### config.mk
export PLATFORM = sky130hd
export DESIGN_NAME = lidar_scan_packet_deframer
export DESIGN_NICKNAME = d
export VERILOG_FILES = /design/src/rtl/lspd_pkg.sv /design/src/rtl/lidar_scan_packet_deframer.sv /design/src/rtl/lspd_regs.sv /design/src/rtl/lspd_datapath.sv /design/src/rtl/lspd_ctrl.sv
export SDC_FILE = /design/constraint.sdc
export NUM_CORES = 1
export LEC_CHECK = 0
export BUFFER_PORTS_ARGS = -buffer_cell sky130_fd_sc_hd__buf_2
export CAP_MARGIN = 10
export CORE_UTILIZATION = 61
export DETAILED_ROUTE_END_ITERATION = 16
export GPL_TIMING_DRIVEN = 0
export MAX_ROUTING_LAYER = met4
export PLACE_DENSITY = 0.79
export SETUP_SLACK_MARGIN = 0.2
export SLEW_MARGIN = 20
export SYNTH_ARGS = -nofsm -noshare
export SYNTH_HDL_FRONTEND = slang
export SYNTH_SLANG_ARGS = --single-unit
### constraint.sdc
create_clock -name clk -period 3.2 [get_ports clk]
set_input_delay 0.16 -clock clk [delete_from_list [all_inputs] [get_ports clk]]
set_output_delay 0.16 -clock clk [all_outputs]
set_load 0.01 [all_outputs]
### src/rtl/lspd_pkg.sv
package lspd_pkg;

  // store depth and derived widths
  localparam int MAX_SAMPLES = 40;
  localparam int CNT_W       = 7;
  localparam int SAMPLE_AW   = (MAX_SAMPLES > 1) ? $clog2(MAX_SAMPLES) : 1;
  localparam int NUM_W       = 6;

  // packet framing constants
  localparam logic [7:0]       HDR0_BYTE      = 8'hAA;
  localparam logic [7:0]       HDR1_BYTE      = 8'h55;
  localparam logic [7:0]       TYPE_MAX       = 8'h01;
  localparam logic [7:0]       ZERO_PKT_COUNT = 8'h01;
  localparam logic [15:0]      XOR_SEED       = 16'h55AA;
  localparam logic [CNT_W-1:0] LIMIT_RESET    = CNT_W'(40);
  localparam logic [CNT_W-1:0] MAX_LIMIT      = CNT_W'(MAX_SAMPLES);
  localparam logic [7:0]       TALLY_SAT      = 8'd254;
  localparam logic [7:0]       TALLY_NEVER    = 8'd255;

  // result status codes
  typedef enum logic [2:0] {
    ST_SAMPLE     = 3'd0,
    ST_BAD_HEADER = 3'd1,
    ST_BAD_TYPE   = 3'd2,
    ST_ZERO_COUNT = 3'd3,
    ST_BAD_COUNT  = 3'd4,
    ST_ANGLE_BIT  = 3'd5,
    ST_CHECKSUM   = 3'd6
  } status_t;

  // controller to datapath commands
  typedef struct packed {
    logic    hold;
    logic    xor_word;
    logic    set_count;
    logic    set_first;
    logic    set_final;
    logic    store;
    logic    restart;
    logic    err_load;
    status_t err_code;
    logic    good;
    logic    drain_read;
    logic    drain_load;
  } ctrl_cmd_t;

  // datapath to controller status
  typedef struct packed {
    logic is_hdr0;
    logic is_hdr1;
    logic type_ok;
    logic angle_lsb;
    logic kind_bad;
    logic range_bad;
    logic last_sample;
    logic xor_ok;
    logic drain_last;
    logic out_busy;
  } dp_status_t;

endpackage

### src/rtl/lidar_scan_packet_deframer.sv
// Scan packet deframer for a serial lidar link.
// Input stream (s_*): one received byte per item in s_tdata. The parser
// hunts for the AA 55 header, checks type, count, angle bits and the 16-bit
// XOR checksum, and buffers the sample words of the packet.
// Output stream (m_*): a good packet gives one item per sample, tlast on the
// final one; any framing error gives a single item with tlast set and the
// error code in tuser. The erroring byte is dropped and hunting restarts.
// Config (APB): sample_limit at address 0, reset 40, write only while idle.
// Throughput: one byte per cycle while parsing. An error item shows on
// m_tvalid the cycle after its byte. A good run gives its samples in turn,
// each by a registered read of the sample memory followed by the output
// load, which waits while the output is stalled.
// s_tready is low during a run and whenever the output register holds an
// item that the receiver stalls; the block holds its output until taken.
// Reset: header hunt, sample_limit 40, fail count 255 (never good), output
// empty. The sample memory is not cleared; only written entries are read.
module lidar_scan_packet_deframer
  import lspd_pkg::*;
(
  input  logic        clk,
  input  logic        rst,
  // s_tdata: rx_byte[7:0]
  input  logic        s_tvalid,
  output logic        s_tready,
  input  logic [7:0]  s_tdata,
  // m_tdata: distance_raw[15:0], sample_number[21:16], start_angle[36:22],
  //          end_angle[51:37], zero_packet[52], fail_count[60:53], zero fill
  output logic        m_tvalid,
  input  logic        m_tready,
  output logic [63:0] m_tdata,
  // m_tuser: status[2:0]
  output logic [2:0]  m_tuser,
  output logic        m_tlast,
  input  logic        psel,
  input  logic        penable,
  input  logic        pwrite,
  input  logic [2:0]  paddr,
  input  logic [31:0] pwdata,
  output logic [31:0] prdata,
  output logic        pready
);

  ctrl_cmd_t        cmd;
  dp_status_t       sts;
  logic [CNT_W-1:0] sample_limit;
  logic             draining;

  lspd_regs u_regs (
    .clk          (clk),
    .rst          (rst),
    .psel         (psel),
    .penable      (penable),
    .pwrite       (pwrite),
    .paddr        (paddr),
    .pwdata       (pwdata),
    .prdata       (prdata),
    .pready       (pready),
    .sample_limit (sample_limit)
  );

  lspd_ctrl u_ctrl (
    .clk      (clk),
    .rst      (rst),
    .in_valid (s_tvalid),
    .sts      (sts),
    .in_ready (s_tready),
    .draining (draining),
    .cmd      (cmd)
  );

  lspd_datapath u_dp (
    .clk          (clk),
    .rst          (rst),
    .rx_byte      (s_tdata),
    .cmd          (cmd),
    .sample_limit (sample_limit),
    .m_tready     (m_tready),
    .sts          (sts),
    .m_tvalid     (m_tvalid),
    .m_tdata      (m_tdata),
    .m_tuser      (m_tuser),
    .m_tlast      (m_tlast)
  );

  // error items stand alone
  a_err_single: assert property (@(posedge clk) disable iff (rst)
    m_tvalid && (m_tuser != ST_SAMPLE) |-> m_tlast)
    else $error("error item without tlast");

  // sample items come from a good packet
  a_sample_fail_zero: assert property (@(posedge clk) disable iff (rst)
    m_tvalid && (m_tuser == ST_SAMPLE) |-> (m_tdata[60:53] == 8'd0))
    else $error("sample item with nonzero fail count");

  // no byte taken while a stalled item waits
  a_no_take_on_stall: assert property (@(posedge clk) disable iff (rst)
    m_tvalid && !m_tready |-> !s_tready)
    else $error("byte accepted while output stalled");

  // no byte taken during a sample run
  a_no_take_in_run: assert property (@(posedge clk) disable iff (rst)
    draining |-> !s_tready)
    else $error("byte accepted during sample run");

endmodule

### src/rtl/lspd_regs.sv
module lspd_regs
  import lspd_pkg::*;
(
  input  logic             clk,
  input  logic             rst,
  input  logic             psel,
  input  logic             penable,
  input  logic             pwrite,
  input  logic [2:0]       paddr,
  input  logic [31:0]      pwdata,
  output logic [31:0]      prdata,
  output logic             pready,
  output logic [CNT_W-1:0] sample_limit
);

  localparam logic REG_SAMPLE_LIMIT = 1'b0;

  logic wr_en;

  assign pready = 1'b1;
  assign wr_en  = psel && penable && pwrite && pready && (paddr[2] == REG_SAMPLE_LIMIT);

  // sample limit register
  always_ff @(posedge clk) begin
    if (rst) begin
      sample_limit <= LIMIT_RESET;
    end else if (wr_en) begin
      sample_limit <= pwdata[CNT_W-1:0];
    end
  end

  // read back
  always_comb begin
    prdata = '0;
    if (paddr[2] == REG_SAMPLE_LIMIT) begin
      prdata = {{(32-CNT_W){1'b0}}, sample_limit};
    end
  end

endmodule

### src/rtl/lspd_datapath.sv
module lspd_datapath
  import lspd_pkg::*;
(
  input  logic             clk,
  input  logic             rst,
  input  logic [7:0]       rx_byte,
  input  ctrl_cmd_t        cmd,
  input  logic [CNT_W-1:0] sample_limit,
  input  logic             m_tready,
  output dp_status_t       sts,
  output logic             m_tvalid,
  output logic [63:0]      m_tdata,
  output logic [2:0]       m_tuser,
  output logic             m_tlast
);

  logic [7:0]           held_byte;
  logic [15:0]          running_xor;
  logic                 packet_kind;
  logic [CNT_W-1:0]     sample_total;
  logic [CNT_W-1:0]     samples_seen;
  logic [14:0]          first_angle;
  logic [14:0]          final_angle;
  logic [7:0]           failure_tally;
  logic [SAMPLE_AW-1:0] drain_idx;
  logic [15:0]          rd_data;
  logic [15:0]          sample_mem [MAX_SAMPLES];

  logic [15:0]      word;
  logic [15:0]      xor_upd;
  logic [CNT_W-1:0] eff_limit;
  logic [7:0]       tally_err;

  // output register
  status_t          out_status;
  logic [15:0]      out_dist;
  logic [NUM_W-1:0] out_num;
  logic [14:0]      out_start;
  logic [14:0]      out_end;
  logic             out_kind;
  logic [7:0]       out_fail;
  logic             out_last;

  assign word      = {rx_byte, held_byte};
  assign xor_upd   = running_xor ^ word;
  assign eff_limit = (sample_limit > MAX_LIMIT) ? MAX_LIMIT : sample_limit;
  assign tally_err = (failure_tally < TALLY_SAT) ? failure_tally + 8'd1 : failure_tally;

  // status toward the controller
  always_comb begin
    sts.is_hdr0     = (rx_byte == HDR0_BYTE);
    sts.is_hdr1     = (rx_byte == HDR1_BYTE);
    sts.type_ok     = (rx_byte <= TYPE_MAX);
    sts.angle_lsb   = rx_byte[0];
    sts.kind_bad    = held_byte[0] && (rx_byte != ZERO_PKT_COUNT);
    sts.range_bad   = (rx_byte == 8'd0) || (rx_byte > {{(8-CNT_W){1'b0}}, eff_limit});
    sts.last_sample = ((samples_seen + CNT_W'(1)) == sample_total);
    sts.xor_ok      = (xor_upd == 16'd0);
    sts.drain_last  = ((CNT_W'(drain_idx) + CNT_W'(1)) == sample_total);
    sts.out_busy    = m_tvalid && !m_tready;
  end

  // parse registers
  always_ff @(posedge clk) begin
    if (rst) begin
      held_byte     <= '0;
      running_xor   <= XOR_SEED;
      packet_kind   <= 1'b0;
      sample_total  <= '0;
      samples_seen  <= '0;
      first_angle   <= '0;
      final_angle   <= '0;
      failure_tally <= TALLY_NEVER;
      drain_idx     <= '0;
    end else begin
      if (cmd.hold) begin
        held_byte <= rx_byte;
      end
      if (cmd.restart) begin
        running_xor  <= XOR_SEED;
        samples_seen <= '0;
      end else begin
        if (cmd.xor_word) begin
          running_xor <= xor_upd;
        end
        if (cmd.store) begin
          samples_seen <= samples_seen + CNT_W'(1);
        end
      end
      if (cmd.set_count) begin
        packet_kind  <= held_byte[0];
        sample_total <= rx_byte[CNT_W-1:0];
      end
      if (cmd.set_first) begin
        first_angle <= word[15:1];
      end
      if (cmd.set_final) begin
        final_angle <= word[15:1];
      end
      if (cmd.err_load) begin
        failure_tally <= tally_err;
      end else if (cmd.good) begin
        failure_tally <= '0;
      end
      if (cmd.good) begin
        drain_idx <= '0;
      end else if (cmd.drain_load) begin
        drain_idx <= drain_idx + SAMPLE_AW'(1);
      end
    end
  end

  // sample store
  always_ff @(posedge clk) begin
    if (cmd.store) begin
      sample_mem[samples_seen[SAMPLE_AW-1:0]] <= word;
    end
    if (cmd.drain_read) begin
      rd_data <= sample_mem[drain_idx];
    end
  end

  // result register
  always_ff @(posedge clk) begin
    if (rst) begin
      m_tvalid <= 1'b0;
    end else if (cmd.err_load || cmd.drain_load) begin
      m_tvalid <= 1'b1;
    end else if (m_tready) begin
      m_tvalid <= 1'b0;
    end
    if (cmd.err_load) begin
      out_status <= cmd.err_code;
      out_dist   <= '0;
      out_num    <= '0;
      out_start  <= '0;
      out_end    <= '0;
      out_kind   <= 1'b0;
      out_fail   <= tally_err;
      out_last   <= 1'b1;
    end else if (cmd.drain_load) begin
      out_status <= ST_SAMPLE;
      out_dist   <= rd_data;
      out_num    <= NUM_W'(drain_idx);
      out_start  <= first_angle;
      out_end    <= final_angle;
      out_kind   <= packet_kind;
      out_fail   <= '0;
      out_last   <= sts.drain_last;
    end
  end

  assign m_tdata = {3'b000, out_fail, out_kind, out_end, out_start, out_num, out_dist};
  assign m_tuser = out_status;
  assign m_tlast = out_last;

endmodule

### src/rtl/lspd_ctrl.sv
module lspd_ctrl
  import lspd_pkg::*;
(
  input  logic       clk,
  input  logic       rst,
  input  logic       in_valid,
  input  dp_status_t sts,
  output logic       in_ready,
  output logic       draining,
  output ctrl_cmd_t  cmd
);

  typedef enum logic [3:0] {
    S_HDR0, S_HDR1, S_TYPE, S_COUNT,
    S_SA_LO, S_SA_HI, S_EA_LO, S_EA_HI,
    S_CK_LO, S_CK_HI, S_SMP_LO, S_SMP_HI,
    S_DRAIN_RD, S_DRAIN_WAIT
  } state_t;

  state_t state;
  state_t state_next;

  logic    accept;
  logic    err;
  status_t err_code;

  assign draining = (state == S_DRAIN_RD) || (state == S_DRAIN_WAIT);
  assign in_ready = !draining && !sts.out_busy;
  assign accept   = in_valid && in_ready;

  // next state and commands
  always_comb begin
    state_next = state;
    cmd        = '0;
    err        = 1'b0;
    err_code   = ST_SAMPLE;
    unique case (state)
      S_HDR0: begin
        if (accept) begin
          if (sts.is_hdr0) state_next = S_HDR1;
          else begin err = 1'b1; err_code = ST_BAD_HEADER; end
        end
      end
      S_HDR1: begin
        if (accept) begin
          if (sts.is_hdr1) state_next = S_TYPE;
          else begin err = 1'b1; err_code = ST_BAD_HEADER; end
        end
      end
      S_TYPE: begin
        if (accept) begin
          if (sts.type_ok) begin
            cmd.hold   = 1'b1;
            state_next = S_COUNT;
          end else begin
            err = 1'b1; err_code = ST_BAD_TYPE;
          end
        end
      end
      S_COUNT: begin
        if (accept) begin
          if (sts.kind_bad) begin
            err = 1'b1; err_code = ST_ZERO_COUNT;
          end else if (sts.range_bad) begin
            err = 1'b1; err_code = ST_BAD_COUNT;
          end else begin
            cmd.xor_word  = 1'b1;
            cmd.set_count = 1'b1;
            state_next    = S_SA_LO;
          end
        end
      end
      S_SA_LO, S_EA_LO: begin
        if (accept) begin
          cmd.hold = 1'b1;
          if (!sts.angle_lsb) begin
            err = 1'b1; err_code = ST_ANGLE_BIT;
          end else begin
            state_next = (state == S_SA_LO) ? S_SA_HI : S_EA_HI;
          end
        end
      end
      S_SA_HI: begin
        if (accept) begin
          cmd.xor_word  = 1'b1;
          cmd.set_first = 1'b1;
          state_next    = S_EA_LO;
        end
      end
      S_EA_HI: begin
        if (accept) begin
          cmd.xor_word  = 1'b1;
          cmd.set_final = 1'b1;
          state_next    = S_CK_LO;
        end
      end
      S_CK_LO: begin
        if (accept) begin
          cmd.hold   = 1'b1;
          state_next = S_CK_HI;
        end
      end
      S_CK_HI: begin
        if (accept) begin
          cmd.xor_word = 1'b1;
          state_next   = S_SMP_LO;
        end
      end
      S_SMP_LO: begin
        if (accept) begin
          cmd.hold   = 1'b1;
          state_next = S_SMP_HI;
        end
      end
      S_SMP_HI: begin
        if (accept) begin
          cmd.xor_word = 1'b1;
          cmd.store    = 1'b1;
          if (!sts.last_sample) begin
            state_next = S_SMP_LO;
          end else if (sts.xor_ok) begin
            // good packet: start the sample run
            cmd.restart = 1'b1;
            cmd.good    = 1'b1;
            state_next  = S_DRAIN_RD;
          end else begin
            err = 1'b1; err_code = ST_CHECKSUM;
          end
        end
      end
      S_DRAIN_RD: begin
        cmd.drain_read = 1'b1;
        state_next     = S_DRAIN_WAIT;
      end
      S_DRAIN_WAIT: begin
        if (!sts.out_busy) begin
          cmd.drain_load = 1'b1;
          state_next     = sts.drain_last ? S_HDR0 : S_DRAIN_RD;
        end
      end
      default: begin
        state_next = S_HDR0;
      end
    endcase
    // any error: one status result, back to header hunt
    if (err) begin
      cmd.err_load = 1'b1;
      cmd.err_code = err_code;
      cmd.restart  = 1'b1;
      state_next   = S_HDR0;
    end
  end

  // state register
  always_ff @(posedge clk) begin
    if (rst) begin
      state <= S_HDR0;
    end else begin
      state <= state_next;
    end
  end

endmodule

---- After elaboration in Yosys (flattened, before gate mapping) ----
Memory sizes are Yosys's and may differ from the RTL's. A register that Yosys moved wholly into a read port is not among the register bits.
Cells that the tools add are included.
storage, ports and cells
  bits in registers ....................... 160
  memory bits (writable) .................. 640
  memories kept ........................... 1
operators by class
  bitwise operators ....................... 2
  $lt $le $gt $ge ......................... 4
  multiplexer cells ....................... 87
  eq/ne operators ......................... 37
  $add $sub $neg .......................... 4
  reductions and logical operators ........ 26
memories
  name             words  width  rd ports  clocked after Yosys merged registers in  write ports  RTL line             text
  u_dp.sample_mem  40     16     1         1                                        1            lspd_datapath.sv:27  logic [15:0] sample_mem [MAX_SAMPLES];
operators by type and width
  kind                 count
  $mux 4               21
  $pmux 4 s13          1
  $mux 8               5
  $mux 3               12
  $mux 1               33
  $eq 4x4->1 const B   6
  $ne 2x1->1 const B   11
  $reduce_and 19->1    1
  $pmux 3 s6           1
  $eq 4x3->1 const B   4
  $logic_not 16->1     1
  $mux 2               8
  $xor 16x16->16       1
  $eq 7x7->1           2
  $mux 7               2
  $ne 2x2->1 const B   7
  $add 8x1->8 const B  1
  $eq 4x2->1 const B   2
  $eq 8x7->1 const B   1
  $eq 8x8->1 const B   1
  $gt 8x7->1           1
  $le 8x1->1 const B   1
  $logic_not 8->1      1
  $lt 8x8->1 const B   1
  18 further kinds     35

---- Depth between registers and ports, before layout ----
  depth after elaboration ................. 11
  gate-level depth with buffers ........... 14
  gate-level depth less buffers ........... 12

---- Modules after synthesis ----
A second synthesis with hierarchy kept.
unflattened totals
  cells, all modules ...................... 1883
  area total of the unflattened synthesis .. 32484.9 um^2
modules (own cells, without submodules)
  module         area an instance (um^2)  times used  seq. area each (um^2)  cells an instance
  lspd_datapath  31350.1                  1           22791.9                1738
  lspd_regs      576.8                    1           140.1                  66
  lspd_ctrl      558.0                    1           80.1                   79

---- Worst setup path before layout ----
Ideal clock, no wire load.
  path kind ............................... reg-to-reg
  start point ............................. register u_regs.sample_limit[0]
  end point ............................... register u_dp.out_status[0], in the netlist u_dp.m_tuser[0], enable pin
  path slack .............................. 213 ps
  clock period less this slack ............ 2987 ps
  buffers on the path ..................... 2
  arrival ................................. 2669 ps
  required time ........................... 2882 ps
  library setup time ...................... 318 ps
  cell stages (with the launch flop) ...... 14
  path through ............................ dfxtp_1 o31ai_1 nand2b_1 a21oi_1 nand2_1 ha_1 nor2b_1 o211ai_1 a211oi_1 o21ai_0 a31oi_2 buf_4 buf_6 or2_2
on the way
  cells in the longest elaborated chain, start to end .. 10
RTL lines
  element                          RTL line              text
  from (decl)                      lspd_regs.sv:13       output logic [CNT_W-1:0] sample_limit
  from (signal assigned)           lspd_regs.sv:28       sample_limit <= pwdata[CNT_W-1:0];
  $gt 7x6->1                       lspd_datapath.sv:46   assign eff_limit = (sample_limit > MAX_LIMIT) ? MAX_LIMIT : sample_limit;
  $mux 7 (*)                       lspd_datapath.sv:46
  $gt 8x7->1 (*)                   lspd_datapath.sv:56   sts.range_bad = (rx_byte == 8'd0) || (rx_byte > {{(8-CNT_W){1'b0}}, eff_limit});
  $logic_or 1x1->1 (*)             lspd_datapath.sv:56
  $mux 1 (*)                       lspd_ctrl.sv:64       end else if (sts.range_bad) begin
  $mux 1 (*)                       lspd_ctrl.sv:62       if (sts.kind_bad) begin
  $mux 1 (*)                       lspd_ctrl.sv:61       if (accept) begin
  $pmux 1 s6 (*)                   lspd_ctrl.sv:37       unique case (state)
  $mux 5 (*)                       lspd_ctrl.sv:146      if (err) begin
  $reduce_bool 2->1 (no line) (*)  -
  to (signal assigned)             lspd_datapath.sv:133  out_status <= cmd.err_code;
  to (decl)                        lspd_datapath.sv:35   status_t out_status;
Mark *: on every way between the ends. The rest lies on a longest branch, timed or not.
A chain may end at the register's enable or synchronous reset.

---- Final worst setup path ----
  start point ............................. input s_tdata[6]
  end point ............................... register u_dp.running_xor[11]
on the way
  cells in the longest elaborated chain, start to end .. 8
RTL lines
  element                                                      RTL line                                  text
  from (decl)                                                  lidar_scan_packet_deframer.sv:25          input logic [7:0] s_tdata,
  $gt 8x7->1, or another cell as far along                     lspd_datapath.sv:56
  $logic_or 1x1->1 / $logic_not 16->1 (equally long branches)  lspd_datapath.sv:56, lspd_datapath.sv:58
  $mux 1, on equally long branches                             lspd_ctrl.sv:64, lspd_ctrl.sv:121
  $mux 1, on equally long branches                             lspd_ctrl.sv:62, lspd_ctrl.sv:119
  $mux 1, or another cell as far along                         lspd_ctrl.sv:61
  $pmux 1 s6 / $mux 2 (equally long branches)                  lspd_ctrl.sv:37
  $mux 5                                                       lspd_ctrl.sv:146
  $reduce_or 2->1 (no line)                                    -
  to (signal assigned)                                         lspd_datapath.sv:84                       running_xor <= xor_upd;
  to (decl)                                                    lspd_datapath.sv:18                       logic [15:0] running_xor;
Several ways; a longest one is shown, not always the timed one.

==> summary.md <==
| Metric | Value |
|---|---|
| Result of the run | `complete, no violations` |
| Final worst path period need | `~3200 ps` |
| Detailed placer's ending HPWL | `approximately 52 mm` |
| Pin count of the biggest net entering global routing | `between 40 and 50` |
| Final setup violating endpoints | `0` |
| Die area | `around 54000 sq um` |
| Kind of launch point of the worst setup path | `input pin` |
| Ratio of final minimum period to clock period | `0.987` |
| Die extent in x | `roughly 230 um` |
| Area share of the leading cell type in the synthesized netlist | `0.618` |
| Detailed-route vias per instance | `6.58` |
| Proportion of layout cells with a drive suffix above 1 | `0.336` |
| Most used flip-flop cell after synthesis | `sky130_fd_sc_hd__edfxtp_1` |
| Die Ht | `roughly 230 um` |
| Pre-CTS worst setup slack | `-968 ps` |
| Count of cell types in the netlist | `65` |
| FF-to-FF setup slack | `approximately 120 ps` |
| Cell at the root of the clock tree | `sky130_fd_sc_hd__clkbuf_16` |
| Worst min-delay path class | `input pin to flop` |
| Initial DRC count | `2243` |
| Static Leakage | `between 0.01 and 0.015 uW` |
| Crit path cell chain | `buf_2, clkbuf_1, xor2_1, nor4_1, nand4_1, a41oi_2, a31oi_4, buf_6, or3_4, buf_8, buf_12, nor2_2` |
| Class of the most critical setup path | `input pin to flop` |
| Required time of the critical path | `3750 ps` |
| Aggregate global-route resource usage | `0.328` |
| Worst setup slack after layout | `between 40 and 50 ps` |
| Fraction of the yosys area taken by sequential cells | `0.710` |
| Slew at the pin closest to its max-slew limit | `1080 ps` |
| Via count of the routed design | `slightly below 20000` |
| Worst hold start | `m_tready` |
| Total number of clock tree sinks | `slightly above 800` |
| Number of max-slew violations in the final report | `0` |
| Worst-path cell with the longest stage delay | `sky130_fd_sc_hd__buf_2` |
| Nets | `about 2300` |
| Capture point of the worst reg-to-reg path | `u_dp.running_xor[11]$_SDFFE_PP0P_` |
| Final global-route overflow total | `0` |
| Cell types occupying the most area after synthesis | `sky130_fd_sc_hd__edfxtp_1 (62%), sky130_fd_sc_hd__mux4_2 (13%), sky130_fd_sc_hd__dfxtp_1 (9.2%)` |
| Worst rel slew slack | `0.278` |
| Top-level port count | `roughly 150` |
| Endpoint of the worst setup timing path | `u_dp.running_xor[11]$_SDFFE_PP0P_` |
| Worst EP arrival | `between 3000 and 4000 ps` |
| Count of warnings emitted by yosys | `0` |
| Share of async-settable or async-resettable flops after synthesis | `0` |
| Final hold viol count | `0` |
| Fin Hold WS | `roughly 24 ps` |
| Number of synthesized register bits | `between 800 and 900` |
| CTS tree | `yes` |
| Start point of the critical path | `s_tdata[6]` |
| Cells after Synth | `~1900` |
| Via count of the first global-routing pass | `~19000` |
| Combined area of all synthesized cells | `32400 sq um` |
| Remaining antenna violation count after routing | `0` |
| Endpoint class of the critical path | `flop` |
| Row count | `84` |
| Setup repair after global routing missed its margin | `yes` |
| Buffers added on ports | `96` |
| Maximum clock insertion buffer count | `3` |
| Largest voltage drop on the vdd net | `~0.37 mV` |
| Total Routed Length | `between 80 and 90 mm` |
| Max-Cap Viols | `0` |
| Ratio of total power to cell area | `545 nW/um^2` |
| Initial core utilization | `0.617` |
| Avg Inst Size Synth | `between 15 and 20 sq um` |
| Clk pin slew, worst setup/hold paths | `roughly 60 ps` |
| Reg-to-reg critical path startpoint | `u_regs.sample_limit[2]$_SDFFE_PP0P_` |
| RD Place Congestion | `about 0.92` |
| Core Footprint | `about 53000 sq um` |
| Average routed wire per standard cell | `29.4 um` |
| CTS Buf Count | `80` |
| Drt pass-1 iters | `6` |
| Path depth of the worst reg2reg path | `16` |
| Worst-Skew Late Latency | `between 600 and 700 ps` |
| Layout Skew | `36.7 ps` |
| Initial antenna violation count | `3` |
| Global-route wire length before repair | `roughly 120 mm` |
| Synth-to-layout area growth | `19.8%` |
| Count of flip-flops with a built-in enable after synthesis | `667` |
| CTS HTree Levels | `3` |
| Max Fclk | `~0.32 GHz` |
| DRC viols | `0` |
| Fraction of the core area covered by cells at the end of the flow | `0.739` |
| Worst Path Max Fanout | `42` |
| Biggest area consumer among synthesized cells | `sky130_fd_sc_hd__edfxtp_1` |
| Crit-path max cell delay | `between 700 and 800 ps` |
what timing repair did:
item                                   4_1_cts  5_1_grt
buffers inserted                            23       18
resized for setup                          166      140
hold buffers                                 7        0
endpoints found under the hold margin        7        0
gates cloned                                 2        5
pin swaps                                   31       26
setup endpoints to repair                  757      532
cell type report:
| class | instances | area, sq um |
|---|---|---|
| clock inverter | 42 | 320 |
| buffer | 147 | 1030 |
| clock buffer | 103 | 2170 |
| fill | 2873 | 13700 |
| antenna | 3 | 7.51 |
| multi-input combinational | 939 | 9560 |
| timing repair buffer | 198 | 1800 |
| tap | 688 | 861 |
| sequential | 816 | 23000 |
| inverter | 9 | 33.8 |
report_power, final:
part / total (uW) / internal, uW / switching [uW]
combinational: 568 / 225 / 343
sequential: 11500 / 11400 / 26.6
clock: 9120 / 5130 / 3990
total: 21100 / 16800 / 4360
per-layer routing:
layer / GRT usage / routed length [um] / up-vias
li1: - / - / 7877
met1: 0.424 / 31300 / 9837
met2: 0.525 / 43100 / 1431
met3: 0.0599 / 9100 / 233
met4: 0.116 / 3150 / 0
met5: - / 0 / -
how the worst min path moves through the flow:
stage / to / slack [ps] / cells past startpoint
finish: u_dp.m_tvalid$_SDFFE_PP0P_ / 20 / 4
global route: u_dp.samples_seen[1]$_SDFFE_PP0P_ / 30 / 4
CTS: u_dp.samples_seen[1]$_SDFFE_PP0P_ / 2 / 4
detailed placement: u_regs.sample_limit[0]$_SDFFE_PP0P_ / 410 / 3
global placement: u_regs.sample_limit[6]$_SDFFE_PP0P_ / 400 / 3
floorplan: u_dp.sample_mem[0][10]$_DFFE_PP_ / 260 / 0
kinds of logic after synthesis:
group | synth area share
AO/OA/AOI/OAI | 0.0338
AND/OR/NAND/NOR | 0.0558
adder cells (fa/ha/maj) | 0.00386
buffers and inverters | 0.0247
multiplexers | 0.154
XOR/XNOR | 0.0176
other | 0.000232
flip-flops | 0.710
flip-flops by register name, indices dropped and copies added, names as in the netlist:
| name | cells |
|---|---|
| u_ctrl.state | 4 |
| u_dp.drain_idx | 6 |
| u_dp.failure_tally | 8 |
| u_dp.final_angle | 15 |
| u_dp.first_angle | 15 |
| u_dp.held_byte | 8 |
| u_dp.m_tlast | 1 |
| u_dp.m_tuser | 3 |
| u_dp.m_tvalid | 1 |
| u_dp.out_dist | 16 |
| u_dp.out_end | 15 |
| u_dp.out_fail | 8 |
| u_dp.out_kind | 1 |
| u_dp.out_num | 6 |
| u_dp.out_start | 15 |
| u_dp.packet_kind | 1 |
| u_dp.rd_data | 16 |
| u_dp.running_xor | 16 |
| u_dp.sample_mem | 640 |
| u_dp.sample_total | 7 |
| u_dp.samples_seen | 7 |
| u_regs.sample_limit | 7 |
synthesized netlist by cell type (all sizes together) (8+ instances only):
master	instances
edfxtp	667
mux4	192
dfxtp	149
nand2	147
nor2	137
a21oi	82
buf	82
mux2i	66
clkbuf	65
xor2	48
nor2b	29
o21ai	22
a211oi	19
nand3	19
xnor2	17
a211o	12
nand4	12
nor3	12
ha	10
inv	9
nor4	8
layout by cell type, fill, tap and decap left out, types with 9 or more instances in the layout:
cell                        synthesis  final
sky130_fd_sc_hd__nor2_1           137     83
sky130_fd_sc_hd__a21oi_2            0     53
sky130_fd_sc_hd__nand2_1          147    144
sky130_fd_sc_hd__nand4_1           12     12
sky130_fd_sc_hd__xnor2_1           17     17
sky130_fd_sc_hd__nor2b_1           29     29
sky130_fd_sc_hd__buf_6              7     48
sky130_fd_sc_hd__ha_1              10     10
sky130_fd_sc_hd__conb_1             2     30
sky130_fd_sc_hd__clkinv_1           0     20
sky130_fd_sc_hd__edfxtp_1         667    667
sky130_fd_sc_hd__mux2i_1           66     66
sky130_fd_sc_hd__clkinv_2           0     13
sky130_fd_sc_hd__buf_8              0     23
sky130_fd_sc_hd__clkbuf_1          65     63
sky130_fd_sc_hd__buf_4             35     70
sky130_fd_sc_hd__xor2_1            48     48
sky130_fd_sc_hd__buf_2             25    102
sky130_fd_sc_hd__clkbuf_16          0     89
sky130_fd_sc_hd__inv_1              9      9
sky130_fd_sc_hd__dfxtp_2            0     10
sky130_fd_sc_hd__clkbuf_2           0     16
sky130_fd_sc_hd__a211oi_2           1     11
sky130_fd_sc_hd__nor2_2             0     17
sky130_fd_sc_hd__buf_16             0      9
sky130_fd_sc_hd__nand3_1           19     16
sky130_fd_sc_hd__nor2_4             0     37
sky130_fd_sc_hd__a211o_1           12     12
sky130_fd_sc_hd__dfxtp_1          149    139
sky130_fd_sc_hd__a21oi_1           82     29
sky130_fd_sc_hd__mux4_2           192    192
sky130_fd_sc_hd__o21ai_0           20     19
through the flow:
step / cells / TNS (ps) / total power, uW / instance area (sq um)
global placement: 2694 / -483480 / 12000 / 33800
floorplan: 1910 / 0 / 11900 / 32500
detailed placement: 2742 / -119590 / 12100 / 34700
global route: 2945 / -70.1 / 21600 / 38800
CTS: 2919 / 0 / 21100 / 38000
finish: 2945 / 0 / 21100 / 38800
critical path, delay by kind of cell:
family / cells / cell delay [ps]
simple gates: 4 / 1070
buf+inv: 5 / 1690
xor+xnor: 1 / 130
compound gates: 2 / 610
Power figures use the tool's default switching activity.
